## config.mk

```make
export PLATFORM = sky130hd
export DESIGN_NAME = mcbp_ctrl
export DESIGN_NICKNAME = d
export VERILOG_FILES = /design/src/rtl/core/mcbp_pkg.sv /design/src/rtl/core/mcbp_ctrl.sv
export SDC_FILE = /design/constraint.sdc
export NUM_CORES = 1
export LEC_CHECK = 0
export ABC_AREA = 0
export BUFFER_PORTS_ARGS = -buffer_cell sky130_fd_sc_hd__buf_2
export CAP_MARGIN = 5
export CELL_PAD_IN_SITES_DETAIL_PLACEMENT = 1
export CELL_PAD_IN_SITES_GLOBAL_PLACEMENT = 1
export CORE_AREA = 2 2 186 188
export DETAILED_ROUTE_END_ITERATION = 7
export DIE_AREA = 0 0 188 190
export PLACE_DENSITY_LB_ADDON = 0.1
export SKIP_CTS_REPAIR_TIMING = 1
export SLEW_MARGIN = 10
export SYNTH_ARGS = -nofsm -noshare
export SYNTH_HDL_FRONTEND = slang
export SYNTH_SLANG_ARGS = --single-unit
```

## constraint.sdc

```tcl
create_clock -name clk -period 4.8 [get_ports clk]
set_input_delay 0.48 -clock clk [delete_from_list [all_inputs] [get_ports clk]]
set_output_delay 0.48 -clock clk [all_outputs]
set_load 0.01 [all_outputs]
```

## src/rtl/core/mcbp_pkg.sv

```systemverilog
// ----------------------------------------------------------------------------
// mcbp_pkg
// Shared types for the byte pipe pool: operation codes, status codes and
// the response record that travels from the control logic to the output side.
// ----------------------------------------------------------------------------
package mcbp_pkg;

    typedef enum logic [1:0] {
        FUNC_ALLOC = 2'd0,
        FUNC_WRITE = 2'd1,
        FUNC_READ  = 2'd2,
        FUNC_CLOSE = 2'd3
    } func_t;

    typedef enum logic [2:0] {
        STATUS_OK          = 3'd0,
        STATUS_NO_FREE     = 3'd1,
        STATUS_WOULD_BLOCK = 3'd2,
        STATUS_BROKEN_PIPE = 3'd3,
        STATUS_END_OF_DATA = 3'd4
    } status_t;

    typedef struct packed {
        logic        is_read;
        status_t     status;
        logic [2:0]  pipe_id;
    } resp_t;

endpackage

```

## src/rtl/core/mcbp_ctrl.sv

```systemverilog
// ----------------------------------------------------------------------------
// mcbp_ctrl
// Per-pipe counters and end flags, operation decode, free-pipe search and
// byte store address generation for one transfer per cycle.
// ----------------------------------------------------------------------------
module mcbp_ctrl #(
    parameter int NUM_PIPES  = 8,
    parameter int PIPE_BYTES = 512,
    parameter int ADDR_W     = 12
) (
    input  logic                clk,
    input  logic                rst_n,
    input  logic                issue,
    input  mcbp_pkg::func_t     func,
    input  logic [2:0]          pipe_id,
    input  logic [7:0]          data_in,
    input  logic                close_write_end,
    output mcbp_pkg::resp_t     resp,
    output logic                mem_we,
    output logic                mem_re,
    output logic [ADDR_W-1:0]   mem_addr,
    output logic [7:0]          mem_wdata
);

    import mcbp_pkg::*;

    localparam int IDX_W  = (NUM_PIPES > 1) ? $clog2(NUM_PIPES) : 1;
    localparam int SEL_W  = (IDX_W > 3) ? IDX_W : 3;
    localparam int CNT_W  = $clog2(2 * PIPE_BYTES);
    localparam int SLOT_W = $clog2(PIPE_BYTES);

    logic [CNT_W-1:0] read_count_reg  [NUM_PIPES];
    logic [CNT_W-1:0] read_count_next [NUM_PIPES];
    logic [CNT_W-1:0] write_count_reg  [NUM_PIPES];
    logic [CNT_W-1:0] write_count_next [NUM_PIPES];
    logic [NUM_PIPES-1:0] reader_open_reg;
    logic [NUM_PIPES-1:0] reader_open_next;
    logic [NUM_PIPES-1:0] writer_open_reg;
    logic [NUM_PIPES-1:0] writer_open_next;

    logic [SEL_W-1:0]  pid_ext;
    logic [IDX_W-1:0]  idx;
    logic              pid_ok;
    logic [CNT_W-1:0]  rc;
    logic [CNT_W-1:0]  wc;
    logic [CNT_W:0]    diff;
    logic [CNT_W:0]    fill;
    logic              is_full;
    logic              is_empty;
    logic [CNT_W-1:0]  cnt_sel;
    logic [SLOT_W-1:0] slot;
    logic              found;
    logic [IDX_W-1:0]  free_idx;
    logic [SEL_W-1:0]  free_ext;

    function automatic logic [CNT_W-1:0] cnt_inc(input logic [CNT_W-1:0] c);
        logic [CNT_W-1:0] r;
        if (c == CNT_W'(2 * PIPE_BYTES - 1))
        begin
            r = '0;
        end
        else
        begin
            r = c + CNT_W'(1);
        end
        return r;
    endfunction

    assign pid_ext = SEL_W'(pipe_id);
    assign idx     = pid_ext[IDX_W-1:0];
    assign pid_ok  = (32'(pipe_id) < NUM_PIPES);
    assign rc      = read_count_reg[idx];
    assign wc      = write_count_reg[idx];

    always_comb
    begin
        diff = {1'b0, wc} - {1'b0, rc};
        if (wc >= rc)
        begin
            fill = diff;
        end
        else
        begin
            fill = diff + (CNT_W + 1)'(2 * PIPE_BYTES);
        end
        is_full  = (fill >= (CNT_W + 1)'(PIPE_BYTES));
        is_empty = (wc == rc);
    end

    always_comb
    begin
        found    = 1'b0;
        free_idx = '0;
        for (int i = NUM_PIPES - 1; i >= 0; i--)
        begin
            if (!reader_open_reg[i] && !writer_open_reg[i])
            begin
                found    = 1'b1;
                free_idx = IDX_W'(i);
            end
        end
    end

    assign free_ext = SEL_W'(free_idx);

    always_comb
    begin
        cnt_sel = (func == FUNC_WRITE) ? wc : rc;
        if (cnt_sel >= CNT_W'(PIPE_BYTES))
        begin
            slot = SLOT_W'(cnt_sel - CNT_W'(PIPE_BYTES));
        end
        else
        begin
            slot = SLOT_W'(cnt_sel);
        end
        mem_addr = ADDR_W'(idx) * ADDR_W'(PIPE_BYTES) + ADDR_W'(slot);
    end

    assign mem_wdata = data_in;

    always_comb
    begin
        read_count_next  = read_count_reg;
        write_count_next = write_count_reg;
        reader_open_next = reader_open_reg;
        writer_open_next = writer_open_reg;
        resp.is_read     = 1'b0;
        resp.status      = STATUS_OK;
        resp.pipe_id     = pipe_id;
        mem_we           = 1'b0;
        mem_re           = 1'b0;
        unique case (func)
            FUNC_ALLOC:
            begin
                if (found)
                begin
                    read_count_next[free_idx]  = '0;
                    write_count_next[free_idx] = '0;
                    reader_open_next[free_idx] = 1'b1;
                    writer_open_next[free_idx] = 1'b1;
                    resp.pipe_id               = free_ext[2:0];
                end
                else
                begin
                    resp.status  = STATUS_NO_FREE;
                    resp.pipe_id = 3'd0;
                end
            end
            FUNC_WRITE:
            begin
                if (!pid_ok || !reader_open_reg[idx])
                begin
                    resp.status = STATUS_BROKEN_PIPE;
                end
                else if (is_full)
                begin
                    resp.status = STATUS_WOULD_BLOCK;
                end
                else
                begin
                    mem_we                = issue;
                    write_count_next[idx] = cnt_inc(wc);
                end
            end
            FUNC_READ:
            begin
                if (!pid_ok)
                begin
                    resp.status = STATUS_END_OF_DATA;
                end
                else if (is_empty)
                begin
                    resp.status = writer_open_reg[idx] ? STATUS_WOULD_BLOCK
                                                       : STATUS_END_OF_DATA;
                end
                else
                begin
                    mem_re               = issue;
                    resp.is_read         = 1'b1;
                    read_count_next[idx] = cnt_inc(rc);
                end
            end
            FUNC_CLOSE:
            begin
                if (pid_ok)
                begin
                    if (close_write_end)
                    begin
                        writer_open_next[idx] = 1'b0;
                    end
                    else
                    begin
                        reader_open_next[idx] = 1'b0;
                    end
                end
            end
            default:
            begin
                resp.status = STATUS_OK;
            end
        endcase
    end

    always_ff @(posedge clk or negedge rst_n)
    begin
        if (!rst_n)
        begin
            for (int i = 0; i < NUM_PIPES; i++)
            begin
                read_count_reg[i]  <= '0;
                write_count_reg[i] <= '0;
            end
            reader_open_reg <= '0;
            writer_open_reg <= '0;
        end
        else if (issue)
        begin
            read_count_reg  <= read_count_next;
            write_count_reg <= write_count_next;
            reader_open_reg <= reader_open_next;
            writer_open_reg <= writer_open_next;
        end
    end

endmodule

```

* After elaboration in Yosys (flattened, before gate mapping) *
Index checks and enable logic that the tools add are counted.
Widths: inputs -> output; s select.

storage, ports and cells
  bits in registers = 176
  output and inout port bits = 29
  word-level logic and storage cells = 167

operators by class
  add/subtract/negate cells = 6
  magnitude comparators = 11
  equal/unequal tests = 12
  multiplexer cells = 74
  bitwise logic cells = 10
  reduce and logical (&&, ||, !) cells = 36

operators by type and width
  cell                    number
  $mux 80                 5
  $pmux 80 s2             2
  $and 80x80->80          2
  $bwmux 80               2
  $mux 10                 14
  $not 80->80             1
  $bmux 10 s3             2
  $demux 10 s3            2
  $mux 3                  12
  $mux 8                  4
  $pmux 8 s2              2
  $add 10x1->10 const B   2
  $eq 10x10->1 const B    2
  $mux 1                  20
  $and 8x8->8             2
  $logic_not 1->1         16
  $or 8x8->8              2
  $add 12x9->12           1
  $logic_and 1x1->1       12
  $reduce_and 4->1        3
  $add 11x11->11 const B  1
  $ge 11x10->1 const B    1
  $mux 11                 1
  $sub 10x10->11          1
  other kinds (22)        37

* Longest topological paths before layout *
Gate-level depths: netlist (run 1).

  depth in word-level cells = 19
  gate-level depth with buffers = 16

* Worst setup path after synthesis (run 1) *
No wires, ideal clock.

  path kind = in2reg
  start = input pipe_id[0]
  end = register write_count_reg[41] (netlist bit)
  setup time = 0.122 ns
  data arrival time = 3.866 ns
  data required time = 4.678 ns
  slack = 0.812 ns
  stages = 15
  path buffers = 3
  cell sequence = buf_6 > mux4_2 > nand2_1 > and2_1 > clkbuf_1 > inv_1 > ha_1 > nand4_1 > o211ai_1 > or4_1 > and3_1 > or4_1 > clkbuf_1 > and2_1 > a32o_1

on the way
  cells in the longest elaborated chain, start to end = 13

RTL lines
  item                                                                     RTL line          text
  from (decl)                                                              mcbp_ctrl.sv:15   input logic [2:0] pipe_id,
  parallel branches: the longest is 13 deep, another holds $sub 10x10->11  --
  to (signal assigned)                                                     mcbp_ctrl.sv:220  write_count_reg <= write_count_next;
  to (decl)                                                                mcbp_ctrl.sv:34   logic [CNT_W-1:0] write_count_reg [NUM_PIPES];

Several ways; the timed one is not identified. The select of a mux whose other input is x is not followed.
A chain may end at the register's enable or synchronous reset.

==> impl_metrics.ini, run 1 <==
[route]
first_iter_violations = 546
vias_per_cell = 5.60
wirelength_mm = 36.5
routedWlPerCell_um = 26.5
antenna_left = 0
drc = 0
dr.pass1.iters = 5
routed-via-count = 7727

[finish]
multiInputGateArea_sq_um = 4460
nFillCells = 3773
fin_nets = 940
drive_gt1_share_pct = 22.4
register_area_sq_um = 4400
antenna_cells = 0
area_growth_pct = 18.6
fin_area_sq_um = 11000
postLayoutCoreUtil_pct = 32.4

[synthesis]
synthArstFlopShare_pct = 100
synthAdderAreaFrac_pct = 1.62
muxShareOfSynthArea_pct = 9.32
synth.avg_cell_area_sq_um = 11.0
ys_ff_latch = 176
synth_nets = 873
yosys.area_share.simple_pct = 14.2
ys_seq_area_share_pct = 47.5
ys_warn_count = 0
synth_top_family_by_area = compound AO/OA/AOI/OAI gates
syn-instance-count = 844
synth_edf_count = 0
synth_area_sq_um = 9280
synth_compound_area_share_pct = 21.6
ys_types = 77
yosys.area_share.xor_xnor_pct = 1.23
dominantRegCellSynth = dfrtp_1

[clocking]
clockBufferDepth = 2
cts_buffers = 17
clockRootBuffer = clkbuf_16
path_clk_slew_ns = 0.07
cts.sinks = 176
h-tree-depth = 4
cts_tree = done
clock_latency_ns = 0.45

[run_status]
outcome = complete, no violations

[setup_path]
worstPathRequired_ns = 4.32
endpoint_kind = output port
cp_max_fo = 21
start_kind = primary input
crit_arrival_ns = 4.11
critical_path_class = in -> out

[sta]
worst_slew_pin_slew_ns = 1.02
hold_viol = 0
finalMaxSlewViolations = 0
period_share_pct = 95.5
finClkSkew_ns = 0.0138
max_freq_ghz = 0.218
setup_slack_ns = 0.214
setup_viol = 0
rsz0062_at_grt = no
maxSlewHeadroom_pct = 32.0
fin_crit_ns = 4.59
hold_ws_ns = 0.147

[power]
ir_drop_v = 0.000268
p_per_area_nw_per_um2 = 391
total_power_mw = 4.30
power_leakage_nw = 4.89

[grt]
grt_pass1_wl_mm = 55.6
grt_use_total_pct = 21.0
grt_pass1_vias = 8299
grt_start_max_net_pins = 107
grt_overflow = 0
grt_antenna_before_repair = 0

[die]
ios = 46
num_rows = 68
initial_utilization_pct = 27.3
die_h_um = 190
coreArea_sq_um = 33900
die_w_um = 188
dieArea_sq_um = 35700

[place]
dp_slack_ns = -0.0581
place_hpwl_mm = 26.4
gp_congestion = 0.852
dpl_cell_area_sq_um = 10400
io_buffer_count = 29

[worst_hold_path]
hold_path_class = in -> async

[run]
maxCapViolations = 0
==> layer usage <==
metal  vias up  track usage (%)  share of wire, %
met3        21             3.25               4.0
met5         -                0                 0
li1       3366                -                 -
met1      4150             29.7                48
met4         0             4.60               1.1
met2       190             34.1                47
==> metrics by stage <==
step | std cells | TNS (ns)
final | 1379 | 0
after global routing | 1379 | 0
after CTS | 1379 | 0
after detailed placement | 1347 | -0.216
after global placement | 1347 | -0.0489
after floorplan | 844 | 0
==> critical path, stage by stage <==
cell      delay [ns]
buf_2           0.43
inv_2           0.26
buf_12          0.22
a311o_1         0.29
a21oi_2         0.26
ha_1            0.32
a21oi_1         0.16
o211ai_1        0.15
or4_1           0.58
a31oi_2         0.38
buf_4           0.18
nor2_1          0.03
a21o_1          0.21
buf_2           0.14
==> kinds of logic (layout without fill, tap and decap cells) <==
kind of cell             after synthesis  in the layout
AND/OR/NAND/NOR                      248            248
adder cells (fa/ha/maj)               12             12
flip-flops                           176            176
multiplexers                          56             56
buffers and inverters                 75            155
AO/OA/AOI/OAI                        264            264
XOR/XNOR                              13             13
==> layout make-up <==
type	instances	share of cell area, %
Timing Repair Buffer	105	8.32
Multi-Input combinational cell	593	40.6
Tap cell	455	5.17
Inverter	18	0.614
Clock inverter	14	1.31
Sequential cell	176	40.0
Clock buffer	18	3.99
==> power breakdown <==
part	internal (mW)	switching [mW]
logic	0.407	0.639
clock network	0.749	0.676
registers	1.67	0.158
==> final timing paths <==
path	startpoint	endpoint	slack, ns	cells after the start
worst max-delay path	pipe_id[1]	resp[4]	0.21	14
worst min-delay path	rst_n	reader_open_reg[5]	0.15	1
worst max register to register	write_count_reg[4]	write_count_reg[31]	0.63	11
worst min register to register	read_count_reg[31]	read_count_reg[31]	0.49	1
max in group asynchronous	rst_n	read_count_reg[28]	3.48	2
min in group clk	read_count_reg[31]	read_count_reg[31]	0.49	1
==> synthesized netlist by cell type, types with 15 or more instances <==
master    number  area (sq um)
nand2_1       56           210
dfrtp_1      176          4400
o21ai_0       69           345
a32o_1        27           270
nor2_1        44           165
nand3_1       63           315
clkbuf_1      24          90.1
mux2i_1       22           220
buf_4         17           128
a21oi_1       17          85.1
a22o_1        87           762
mux4_2        22           495
inv_1         15          56.3
==> placed cells by master, fill, tap and decap left out, types with 11 or more instances in the layout <==
master and instances:
dfrtp_1 176, a22o_1 87, o21ai_0 69, nand3_1 63, buf_4 61, nand2_1 56
nor2_1 44, a32o_1 27, buf_2 27, mux2i_1 22, mux4_2 22, clkbuf_16 17
a21oi_1 16, inv_1 15, buf_12 15, and2_1 12, ha_1 12, o22ai_1 11
No activity file was read; power rests on OpenSTA's default activity.
==> run 2: changes to the inputs <==
- ABC_AREA: 0 -> 1
- CORE_AREA: 2 2 186 188 -> 2 2 193 195
- DIE_AREA: 0 0 188 190 -> 0 0 195 197
- clock period: 4.8 -> 5.75 ns (I/O delays scaled with it)
==> run 2 against run 1 <==
Flip-flop and latch count unchanged. Critical path depth increased by 3. Total power decreased by 25%. Largest cell class unchanged. Hold slack improved by 0.0060 ns. Non-clock buffer count decreased by 60. Global-route usage about the same. Final cell count increased by 38%. Synthesized cell count increased by 68%. Combinational power decreased by 37%.
==> impl_metrics.ini, run 2 <==
[run_status]
outcome = complete, no violations

[clocking]
clockBufferDepth = 2
cts.sinks = 176
clock_latency_ns = 0.46
path_clk_slew_ns = 0.07
cts_buffers = 17
cts_tree = done
clockRootBuffer = clkbuf_16
h-tree-depth = 4

[grt]
grt_pass1_wl_mm = 60.4
grt_overflow = 0
grt_use_total_pct = 21.0
grt_pass1_vias = 9885
grt_start_max_net_pins = 89
grt_antenna_before_repair = 0

[route]
vias_per_cell = 4.94
routedWlPerCell_um = 20.4
routed-via-count = 9398
wirelength_mm = 38.9
first_iter_violations = 563
antenna_left = 0
drc = 0
dr.pass1.iters = 5

[setup_path]
cpMaxStageDelayCell = inv_2
ff2ff_path_depth = 14
endpoint_kind = output port
path_cells = buf_4 > buf_12 > nand2_1 > inv_2 > nand2_1 > nand2_1 > nor2_1 > nand2_1 > inv_1 > ha_1 > a21oi_1 > o21a_1 > nand3_1 > nand2_1 > nand3_1 > nand3b_1 > buf_2
crit_path_frequent_cell = nand2_1
crit_arrival_ns = 3.75
critical_path_class = in -> out
worstPathRequired_ns = 5.18
critical_path.top_delay_family = simple AND/OR/NAND/NOR gates
r2r_end = read_count_reg[73]
reg2reg_slack_ns = 2.45
cp_num_buf_inv = 5
cp_max_fo = 79
cp_slowest_stage_delay_ns = 0.41
regToRegStartpoint = read_count_reg[0]
start_kind = primary input

[place]
dp_slack_ns = 1.34
gp_congestion = 0.810
io_buffer_count = 29
dp_cells = 1871
place_hpwl_mm = 27.5

[synthesis]
synth_area_sq_um = 10100
synthTopCellsByCount = nand2_1 (681), dfrtp_1 (176), o21ai_0 (130)
dominantRegCellSynth = dfrtp_1
ys_warn_count = 0
yosysMostFrequentCell = nand2_1
ys_seq_area_share_pct = 43.6
syn-instance-count = 1415
yosysTopAreaCell = dfrtp_1
synth_top_area_share_pct = 43.6
synth_nets = 1444
ys_types = 39
synth_area_leaders = dfrtp_1 (44%), nand2_1 (25%), o21ai_0 (6.4%), nand3_1 (5.6%), inv_1 (2.1%)
synth.avg_cell_area_sq_um = 7.13
synthArstFlopShare_pct = 100
synth_edf_count = 0
ys_ff_latch = 176

[die]
ios = 46
coreArea_sq_um = 36300
die_w_um = 195
num_rows = 70
dieArea_sq_um = 38400
die_h_um = 197
initial_utilization_pct = 27.8

[sta]
finalMaxSlewViolations = 0
setup_slack_ns = 1.43
hold_viol = 0
fin_crit_ns = 4.32
period_share_pct = 75.2
max_freq_ghz = 0.231
rsz0062_at_grt = no
finClkSkew_ns = 0.0106
setup_tns_ns = 0
maxSlewHeadroom_pct = 40.3
worst_slew_pin_slew_ns = 0.889
setup_viol = 0

[finish]
fin_cells = 1903
antenna_cells = 0
postLayoutCoreUtil_pct = 30.8
final_cell_mix = nand2_1 (681), dfrtp_1 (176), o21ai_0 (130)
area_growth_pct = 10.8
mostFrequentLayoutCell = nand2_1
drive_gt1_share_pct = 9.48
fin_nets = 1451

[run]
maxCapViolations = 0

[power]
power_leakage_nw = 5.71
ir_drop_v = 0.000220
p_per_area_nw_per_um2 = 288

[worst_hold_path]
hold_path_class = in -> async
==> run 2: cell types whose count changed in the layout (fill, tap and decap cells not counted), moves of 22 or more <==
| cell | before | now |
|---|---|---|
| o21ai_1 | 1 | 25 |
| buf_4 | 61 | 15 |
| inv_1 | 15 | 57 |
| a22o_1 | 87 | 1 |
| o21ai_0 | 69 | 130 |
| nand3_1 | 63 | 113 |
| nand2_1 | 56 | 681 |
| mux4_2 | 22 | 0 |
| a32o_1 | 27 | 0 |
| mux2i_1 | 22 | 0 |
==> run 2: how the worst max path moves through the flow <==
stage                     from            endpoint  slack (ns)  cells past startpoint
floorplan           pipe_id[0]             resp[4]        2.45                     14
global placement    pipe_id[0]             resp[4]        1.39                     17
detailed placement  pipe_id[1]  read_count_reg[73]        1.34                     18
CTS                 pipe_id[1]             resp[4]        1.35                     17
global route        pipe_id[0]             resp[4]        1.03                     17
finish              pipe_id[0]             resp[4]        1.43                     17
==> run 2: layout make-up <==
cell class	instances	area (sq um)
fill	4543	25100
multi-input combinational	1100	4990
sequential	176	4400
tap	468	586
clock buffer	20	457
inverter	82	310
timing repair buffer	45	302
clock inverter	12	135
==> run 2: per-layer routing <==
layer  GRT usage, %  up-vias  part of all wire [%]
met3           2.94       43                   2.6
met5              0        -                     0
met1           27.3     4661                    46
met2           36.1      126                    49
li1               -     4568                     -
met4           7.01        0                   2.2
==> run 2: per-stage QoR <==
stage	instance area [sq um]	power [mW]	hold WS, ns
6_report	11200	3.22	0.153
5_1_grt	11200	3.39	0.230
4_1_cts	11200	3.27	0.213
3_5_place_dp	10600	2.04	0.470
3_3_place_gp	10600	2.03	0.463
2_1_floorplan	10100	1.76	0.279
==> run 2: worst reg2reg max path: cells and delay by family (launching register included) <==
family	cells	cell delay, ns
buffers and inverters	2	0.25
adder cells (fa/ha/maj)	1	0.27
AO/OA/AOI/OAI	4	0.99
flip-flops	1	0.38
AND/OR/NAND/NOR	7	1.27
==> run 2: kinds of logic after synthesis <==
logic type	Yosys count	share of synthesized area [%]
DFF	176	43.6
xor gates and xnor gates	6	0.595
AOI/OAI and AO/OA	199	10.7
buffers and inverters	139	6.98
adders and majority gates	12	1.49
and+or+nand+nor	883	36.6
==> run 2: power by group <==
group / leakage [nW] / switching (mW) / internal, mW
clock: 0.279 / 0.541 / 0.664
combinational: 3.01 / 0.523 / 0.142
sequential: 2.42 / 0.0511 / 1.30
total: 5.71 / 1.12 / 2.10
==> run 3: changes to the inputs <==
- clock period: 5.75 -> 3.9 ns (I/O delays scaled with it)
==> run 3 against run 2 <==
Total power rose by 51%. Non-clock buffer count rose by 28. Core utilization rose by 0.73 points. Combinational power rose by 49%. Sequential share of layout area fell by 0.91 points. Flip-flop and latch count did not move. First-iteration DRC count rose by 0.36%. Critical path depth rose by 1. Global-route usage rose by 0.36 points. Critical path type unchanged.
==> impl_metrics.ini, run 3 (synthesis gave the netlist of run 2 again) <==
[sta]
hold_ws_ns = 0.482
finalMaxSlewViolations = 0
finClkSkew_ns = 0.0154
maxSlewHeadroom_pct = 52.9
setup_tns_ns = 0
worst_slew_pin_slew_ns = 0.705
setup_slack_ns = 0.336
period_share_pct = 91.4
max_freq_ghz = 0.281
rsz0062_at_grt = no
hold_viol = 0
fin_crit_ns = 3.56
setup_viol = 0

[place]
gp_congestion = 0.810
io_buffer_count = 29
dp_slack_ns = 0.148
place_hpwl_mm = 28.4

[finish]
area_growth_pct = 13.4
register_area_sq_um = 4400
fin_nets = 1479
multiInputGateArea_sq_um = 4990
final_cell_mix = nand2_1 (681), dfrtp_1 (176), o21ai_0 (130)
drive_gt1_share_pct = 11.1
mostFrequentLayoutCell = nand2_1
nFillCells = 4542
antenna_cells = 0

[run_status]
outcome = complete, no violations

[clocking]
cts_buffers = 17
h-tree-depth = 4
cts_tree = done
path_clk_slew_ns = 0.07
clockRootBuffer = clkbuf_16
clock_latency_ns = 0.46
cts.sinks = 176
clockBufferDepth = 2

[route]
antenna_left = 0
wirelength_mm = 39.5
vias_per_cell = 4.92
routed-via-count = 9493
first_iter_violations = 565
drc = 0
dr.pass1.iters = 5
routedWlPerCell_um = 20.4

[setup_path]
start_kind = primary input
critical_path_class = in -> out
endpoint_kind = output port
crit_arrival_ns = 3.17
cp_max_fo = 20
worstPathRequired_ns = 3.51

[grt]
grt_overflow = 0
grt_use_total_pct = 21.4
grt_start_max_net_pins = 71
grt_antenna_before_repair = 0
grt_pass1_wl_mm = 61.9
grt_pass1_vias = 9842

[run]
maxCapViolations = 0

[die]
initial_utilization_pct = 27.8
coreArea_sq_um = 36300
num_rows = 70
dieArea_sq_um = 38400
die_w_um = 195
die_h_um = 197
ios = 46

[power]
ir_drop_v = 0.000317
power_leakage_nw = 5.88
p_per_area_nw_per_um2 = 425

[worst_hold_path]
hold_path_class = reg -> reg
[run 3: power by group]
part	internal [mW]	switching, mW	total (mW)
sequential	1.91	0.0840	1.99
clock	1.04	0.847	1.89
combinational	0.223	0.765	0.988
[run 3: area by class of cell]
cell class                      instances  area share [%]
Multi-Input combinational cell       1100            43.6
Sequential cell                       176            38.5
Tap cell                              468            5.11
Timing Repair Buffer                   73            4.71
Clock buffer                           19            3.87
Inverter                               82            2.73
Clock inverter                         13            1.52
[run 3: stage by stage]
step	instances	area (sq um)	utilization [%]	power, mW
2_1_floorplan	1415	10100	-	2.59
6_report	1931	11400	31.6	4.87
4_1_cts	1930	11400	31.5	4.93
3_3_place_gp	1898	10800	29.8	3.02
5_1_grt	1931	11400	31.6	5.12
3_5_place_dp	1898	10800	29.8	3.03
[run 3: layer usage]
layer  wire length, um  GRT usage [%]  vias up
met5                 0              0        -
met4               580           4.95        0
met3              1030           2.96       27
met2             18500           35.3      114
met1             19400           29.7     4741
li1                  -              -     4611
[run 3: path summary, 6_finish.rpt]
check,startpoint,to,slack (ns),depth (start not counted)
max,pipe_id[2],mem_we,0.34,18
min,write_count_reg[55],write_count_reg[55],0.48,2
max reg2reg,read_count_reg[37],write_count_reg[25],0.83,16
min reg2reg,write_count_reg[55],write_count_reg[55],0.48,2
max in group asynchronous,rst_n,writer_open_reg[0],2.55,3
min in group asynchronous,rst_n,write_count_reg[13],0.49,2
[run 3: worst max-delay path, stage by stage]
cell and delay, ns:
buf_2 0.41, nand3_1 0.32, inv_2 0.16, nand2_1 0.06, nand2_1 0.05, nor2_1 0.07, nand2_1 0.16, inv_1 0.09
ha_1 0.31, nand2_1 0.06, nor2_1 0.13, nand3b_1 0.14, nand3_1 0.12, nand2_1 0.07, nand2_1 0.27, nand3_1 0.11
nor2_1 0.10, buf_2 0.13
